## src/iso2kr_pkg.sv

```systemverilog
// ----------------------------------------------------------------------------
// iso2kr_pkg : shared types and constants for the ISO-2022-KR decoder
// Character codes, designator prefix lookup, byte mapping and the group
// descriptor passed from the decode logic to the result register.
// ----------------------------------------------------------------------------
package iso2kr_pkg;

   localparam logic [7:0] CH_ESC      = 8'h1b;
   localparam logic [7:0] CH_DOLLAR   = 8'h24;
   localparam logic [7:0] CH_RPAREN   = 8'h29;
   localparam logic [7:0] CH_FINAL_UC = 8'h43;
   localparam logic [7:0] CH_FINAL_LC = 8'h63;
   localparam logic [7:0] CH_SO       = 8'h0e;
   localparam logic [7:0] CH_SI       = 8'h0f;
   localparam logic [7:0] CH_SPACE    = 8'h20;
   localparam logic [7:0] CH_TAB      = 8'h09;
   localparam logic [7:0] HIGH_BIT    = 8'h80;

   // results raised by one input byte: up to three held bytes plus one more
   typedef struct packed {
      logic       dbl_mode;    // mode the whole group is emitted under
      logic [1:0] held_cnt;    // leading designator bytes to replay
      logic       has_extra;   // one further byte follows the held ones
      logic [7:0] extra_byte;
   } grp_type;

   // byte of ESC $ ) at a given position
   function automatic logic [7:0] prefix_byte(input logic [1:0] idx);
      logic [7:0] res;
      case (idx)
         2'd0:    res = CH_ESC;
         2'd1:    res = CH_DOLLAR;
         2'd2:    res = CH_RPAREN;
         default: res = CH_ESC;
      endcase
      return res;
   endfunction

   function automatic logic [7:0] map_byte(input logic [7:0] b, input logic dbl);
      logic [7:0] res;
      if (dbl && (b != CH_SPACE) && (b != CH_TAB)) begin
         res = b | HIGH_BIT;
      end else begin
         res = b;
      end
      return res;
   endfunction

endpackage

```

## src/iso2022kr_to_ksc5601_decoder.sv

```systemverilog
// ----------------------------------------------------------------------------
// iso2022kr_to_ksc5601_decoder : ISO-2022-KR to KSC5601 byte decoder
// Strips the ESC $ ) C or c designator, tracks SO/SI shift state and sets the top
// bit of bytes other than space and tab in double-byte mode.
// ----------------------------------------------------------------------------
//  channel | ports                              | direction
//  req     | req_valid/ready, req_in_byte/last  | in, one text byte per transfer
//  rsp     | rsp_valid/ready, rsp_out_byte/last | out, 0..4 bytes per input byte
//
//  A byte giving one result is taken every cycle while rsp is not stalled; the
//  result appears the cycle after its input transfer. A byte giving n results
//  (a replayed designator prefix) holds off req_ready while the result register
//  drains one byte a cycle unless rsp stalls; a byte giving none leaves it empty.
//  Synchronous active-high reset returns to ASCII mode with nothing held.
//  A stalled rsp holds the result register and thus the input side.
// ----------------------------------------------------------------------------
module iso2022kr_to_ksc5601_decoder (
   input  logic       clock,
   input  logic       reset,
   input  logic       req_valid,
   output logic       req_ready,
   input  logic [7:0] req_in_byte,
   input  logic       req_in_last,
   output logic       rsp_valid,
   input  logic       rsp_ready,
   output logic [7:0] rsp_out_byte,
   output logic       rsp_out_last
);

   logic                dbl_mode_ff, dbl_mode_in;
   logic [1:0]          match_cnt_ff, match_cnt_in;
   iso2kr_pkg::grp_type grp_ff, grp_in;
   logic [2:0]          rem_ff;
   logic [1:0]          pos_ff;
   logic                req_xfer, rsp_xfer;
   logic [2:0]          grp_n;
   logic [7:0]          raw_byte;

   iso2kr_decode u_decode (
      .dbl_mode      (dbl_mode_ff),
      .match_cnt     (match_cnt_ff),
      .in_byte       (req_in_byte),
      .in_last       (req_in_last),
      .dbl_mode_nxt  (dbl_mode_in),
      .match_cnt_nxt (match_cnt_in),
      .grp           (grp_in)
   );

   assign grp_n     = {1'b0, grp_in.held_cnt} + {2'b00, grp_in.has_extra};
   assign rsp_valid = (rem_ff != 3'd0);
   assign rsp_xfer  = rsp_valid && rsp_ready;
   assign req_ready = (rem_ff == 3'd0) || ((rem_ff == 3'd1) && rsp_ready);
   assign req_xfer  = req_valid && req_ready;

   assign raw_byte     = (pos_ff < grp_ff.held_cnt) ? iso2kr_pkg::prefix_byte(pos_ff)
                                                    : grp_ff.extra_byte;
   assign rsp_out_byte = iso2kr_pkg::map_byte(raw_byte, grp_ff.dbl_mode);
   assign rsp_out_last = (rem_ff == 3'd1);

   always_ff @(posedge clock) begin
      if (reset) begin
         dbl_mode_ff  <= 1'b0;
         match_cnt_ff <= 2'd0;
         rem_ff       <= 3'd0;
         pos_ff       <= 2'd0;
      end else begin
         if (req_xfer) begin
            dbl_mode_ff  <= dbl_mode_in;
            match_cnt_ff <= match_cnt_in;
         end
         // a new group only loads once the previous one is on its last byte
         if (req_xfer && (grp_n != 3'd0)) begin
            rem_ff <= grp_n;
            pos_ff <= 2'd0;
         end else if (rsp_xfer) begin
            rem_ff <= rem_ff - 3'd1;
            pos_ff <= pos_ff + 2'd1;
         end
      end
   end

   // group payload, no reset needed
   always_ff @(posedge clock) begin
      if (req_xfer && (grp_n != 3'd0)) begin
         grp_ff <= grp_in;
      end
   end

endmodule

```

## src/iso2kr_decode.sv

```systemverilog
// ----------------------------------------------------------------------------
// iso2kr_decode : per-byte decode step
// From the current mode and designator match count, works out the next state
// and the group of bytes the incoming byte releases.
// ----------------------------------------------------------------------------
module iso2kr_decode (
   input  logic                  dbl_mode,
   input  logic [1:0]            match_cnt,
   input  logic [7:0]            in_byte,
   input  logic                  in_last,
   output logic                  dbl_mode_nxt,
   output logic [1:0]            match_cnt_nxt,
   output iso2kr_pkg::grp_type   grp
);

   logic complete;
   logic advance;

   assign complete = (match_cnt == 2'd3) &&
                     ((in_byte == iso2kr_pkg::CH_FINAL_UC) ||
                      (in_byte == iso2kr_pkg::CH_FINAL_LC));
   assign advance  = (match_cnt != 2'd0) && (match_cnt != 2'd3) &&
                     (in_byte == iso2kr_pkg::prefix_byte(match_cnt));

   always_comb begin
      dbl_mode_nxt   = dbl_mode;
      match_cnt_nxt  = 2'd0;
      grp.dbl_mode   = dbl_mode;
      grp.held_cnt   = 2'd0;
      grp.has_extra  = 1'b0;
      grp.extra_byte = in_byte;
      if (complete) begin
         match_cnt_nxt = 2'd0;
      end else if (advance) begin
         if (in_last) begin
            grp.held_cnt = match_cnt + 2'd1;
         end else begin
            match_cnt_nxt = match_cnt + 2'd1;
         end
      end else begin
         // mismatch: replay held bytes, then treat this byte as new
         grp.held_cnt = match_cnt;
         if (in_byte == iso2kr_pkg::CH_ESC) begin
            if (in_last) begin
               grp.has_extra = 1'b1;
            end else begin
               match_cnt_nxt = 2'd1;
            end
         end else if (in_byte == iso2kr_pkg::CH_SO) begin
            dbl_mode_nxt = 1'b1;
         end else if (in_byte == iso2kr_pkg::CH_SI) begin
            dbl_mode_nxt = 1'b0;
         end else begin
            grp.has_extra = 1'b1;
         end
      end
   end

endmodule

```

## config.mk

```make
export PLATFORM = sky130hd
export DESIGN_NAME = iso2022kr_to_ksc5601_decoder
export DESIGN_NICKNAME = d
export VERILOG_FILES = /design/src/iso2kr_pkg.sv /design/src/iso2022kr_to_ksc5601_decoder.sv /design/src/iso2kr_decode.sv
export SDC_FILE = /design/constraint.sdc
export NUM_CORES = 1
export LEC_CHECK = 0
export BUFFER_PORTS_ARGS = -buffer_cell sky130_fd_sc_hd__buf_4
export CAP_MARGIN = 20
export CORE_ASPECT_RATIO = 0.9
export CORE_MARGIN = 2
export CORE_UTILIZATION = 48
export DETAILED_ROUTE_END_ITERATION = 16
export PLACE_DENSITY = 0.74
export RECOVER_POWER = 25
export SLEW_MARGIN = 20
export SYNTH_ARGS = -nofsm -noshare
export SYNTH_HDL_FRONTEND = slang
export SYNTH_SLANG_ARGS = --single-unit
```

## constraint.sdc

```tcl
create_clock -name clock -period 3.3 [get_ports clock]
set_input_delay 0.495 -clock clock [delete_from_list [all_inputs] [get_ports clock]]
set_output_delay 0.495 -clock clock [all_outputs]
set_load 0.05 [all_outputs]
```

==> metrics.md <==
| Metric | Value |
|---|---|
| PwrDens | 1029 nW/um^2 |
| Worst skew pair latency | 0.29 ns |
| Row Count | 17 |
| Clock slew at reported path FFs | 0.11 ns |
| Seq/Total Area, Yosys | 0.4118 |
| Hold path start | reset |
| Leading area contributor after synthesis | edfxtp_1 |
| Synthesis-to-finish area growth | 18.80% |
| Setup WS post-layout | roughly 0.36 ns |
| Lkg Pwr | about 0.6 nW |
| Hold path depth | 2 |
| Num CTS Buffers | 3 |
| CP cell instances | ha_1 -> and4bb_2 -> o211ai_1 -> clkbuf_1 -> mux2i_1 -> nor2_1 -> ha_1 -> nor3_2 -> nor4b_4 -> buf_4 -> buf_4 -> a2111oi_2 |
| Initial core utilization | 0.4956 |
| Critical-path top delay cell | dfxtp_1 |
| Clock tree sinks | 19 |
| Seq. cell area | 490.5 um^2 |
| Worst r2r path cells | 12 |
| CP Max Fanout | 13 |
| Routability Congestion | 0.8822 |
| Routed Antenna Nets | 0 |
| Crit share post-route | 0.8894 |
| Worst slew margin | 0.7585 |
| Final #Nets | 166 |
| Multi-input logic area | 666.9 um^2 |
| Final slew viol count | 0 |
| DR pass1 iterations | 4 |
| EDFF count, synth | 11 |
| First-pass GRT wire length | approximately 3900 um |
| Die ar. | 2897 um^2 |
| Vias in the first global route | 891 |
| GRT Util Overall | 0.1709 |
| Total routed wirelength | 2252 um |
| Starting DRC count in detailed routing | 21 |
| FILL cells | 227 |
| Measured slew at the worst slew-check pin | 0.3606 ns |
| # hold bufs at CTS | 0 |
| Minimum setup slack among reg-to-reg paths | 0.36 ns |
| Register bit count reported by yosys | 19 |
| TritonCTS clock tree | yes |
| Top-level I/O count | 24 |
| Via count | 946 |
| Top post-synthesis cells by area | edfxtp_1 (28%), dfxtp_1 (13%), ha_1 (11%) |
| Hold endpoint | rem_ff[1] |
| Hold WS | 0.4362 ns |
| Largest net degree at the start of global routing | 20 |
| Final hold vios | 0 |
| Post-DP HPWL | ~1700 um |
| Final setup vio count | 0 |
| Worst EP arrival | roughly 3.1 ns |
| Setup WS pre-CTS | 0.02081 ns |
| Grt ovf | 0 |
| Die Wd | about 57 um |
| Fmax achieved | 0.3407 GHz |
| Syn_area_per_cell | 10.45 um^2 |
| Via/cell ratio | 5.565 |
| Antenna violations before repair | 0 |
| WP data required | 3.50 ns |
| Worst R2R End | pos_ff[1] |
| Top FF cell, synth | edfxtp_1 |
| Max Root-Sink Buffers | 2 |
| Wire per inst | 13.25 um |
| Worst r2r src | match_cnt_ff[0] |
| Syn_nets | between 100 and 150 |
| Final setup skew | 0.006550 ns |
| Synth Instances | 114 |
| Unique cell type count in the Yosys netlist | 45 |
| Ys async rst share | 0 |
| CTS H-Tree Depth | 1 |
| CP Class | reg2reg |
| Status | completed |
| Core outline area | 2404 um^2 |
| RSZ-0062 raised after global routing | no |
| Post-layout min period | ~3 ns |
| Commonest non-fill, non-tap cell in the layout | buf_4 |
| Most frequent cells in the layout | buf_4 (18), edfxtp_1 (11), ha_1 (10), nor2_1 (9), clkbuf_1 (9) |
| Crit path max-delay family | simple AND/OR/NAND/NOR gates |
| Max-Cap Viols | 0 |
| Maximum vdd drop | between 0.001 and 0.0015 V |
| Synthesized area | 1191 um^2 |
| # diodes | 0 |
| Port Buf Inserts | 23 |
| YS warnings | 0 |
| Height of the die | 51.26 um |
| Startpoint types | flop |
| Worst path max stage delay | 0.43 ns |
| Final setup TNS | 0 ns |
| CTS Root Cell | clkbuf_4 |
| DRC | 0 |
| Layout cell share with drive strength beyond 1 | 0.2465 |
| Worst Path Buf+Inv | 3 |
| Hold Path Class | in2reg |
| Yosys top cell area share | 0.2773 |
| CP Capture Type | flop |
| PnR Total Power | between 1 and 1.5 mW |
## cell families (layout without fill, tap and decap cells)
family | after synthesis | in the layout | share of synthesized area
and+or+nand+nor | 48 | 48 | 0.2584
AOI/OAI and AO/OA | 21 | 21 | 0.1397
DFF | 19 | 19 | 0.4118
adders and majority gates | 10 | 10 | 0.1050
buffers and inverters | 10 | 38 | 0.03256
muxes | 5 | 5 | 0.04517
xor gates and xnor gates | 1 | 1 | 0.007354
## Yosys cell counts, types with 2 or more instances
cell type	count
edfxtp_1	11
ha_1	10
nor2_1	9
dfxtp_1	8
nand2_1	8
inv_1	7
nor3_1	5
nor2b_1	4
a21o_1	3
mux2_2	3
nand2b_1	3
nand3_1	3
o21ai_0	3
a21oi_1	2
and2_1	2
mux2i_1	2
nor4_1	2
o2bb2ai_1	2
## worst reg2reg max path, delay by kind of cell (launching register included)
kind                       cells  cell delay [ns]
buffers and inverters          3             0.57
and+or+nand+nor                4             0.64
adders and majority gates      2             0.53
muxes                          1             0.24
DFF                            1             0.43
AOI/OAI and AO/OA              2             0.44
## how the worst max path moves through the flow
stage	endpoint	slack (ns)	cells past startpoint	start
2_1_floorplan	rem_ff[1]	0.26	11	match_cnt_ff[0]
3_3_place_gp	rem_ff[1]	0.09	13	match_cnt_ff[1]
3_5_place_dp	rem_ff[1]	0.02	12	match_cnt_ff[1]
4_1_cts	rem_ff[1]	0.02	12	match_cnt_ff[1]
5_1_grt	pos_ff[1]	0.07	13	match_cnt_ff[1]
6_report	pos_ff[1]	0.36	12	match_cnt_ff[0]
## repair_timing
| action | in CTS | in global routing |
|---|---|---|
| resized for setup | 0 | 1 |
| setup buffers | 0 | 3 |
| setup endpoints to repair | 0 | 16 |
| hold endpoints to repair | 0 | 0 |
## metal layers
| layer | GRT usage | up-vias | wire [um] |
|---|---|---|---|
| met4 | 0.05556 | 0 | 14 |
| li1 | - | 485 | - |
| met3 | 0.03291 | 2 | 84 |
| met1 | 0.2192 | 439 | 1052 |
| met2 | 0.2907 | 20 | 1100 |
| met5 | 0 | - | 0 |
## final cells by class
class,instances,share of cell area
Multi-Input combinational cell,85,0.4713
Clock buffer,3,0.01592
Timing Repair Buffer,27,0.1194
Inverter,7,0.01857
Sequential cell,19,0.3466
Clock inverter,1,0.003537
Tap cell,28,0.02476
## through the flow
stage,instance area (um^2),std cells,util
5_1_grt,1415,170,0.5888
3_5_place_dp,1394,163,0.5799
2_1_floorplan,1191,114,-
6_report,1415,170,0.5888
3_3_place_gp,1394,163,0.5799
4_1_cts,1421,167,0.5914
## where the power goes
part / switching [mW] / total, mW / internal [mW]
registers: 0.0428 / 0.371 / 0.328
clock network: 0.0677 / 0.113 / 0.0450
logic: 0.644 / 0.973 / 0.328
## registers in the layout, summed over array words and instances, names as in the netlist
| register | cells |
|---|---|
| grp_ff | 11 |
| rem_ff | 3 |
| match_cnt_ff | 2 |
| dbl_mode_ff | 1 |
| pos_ff | 2 |
(Power assumes the default switching activity.)
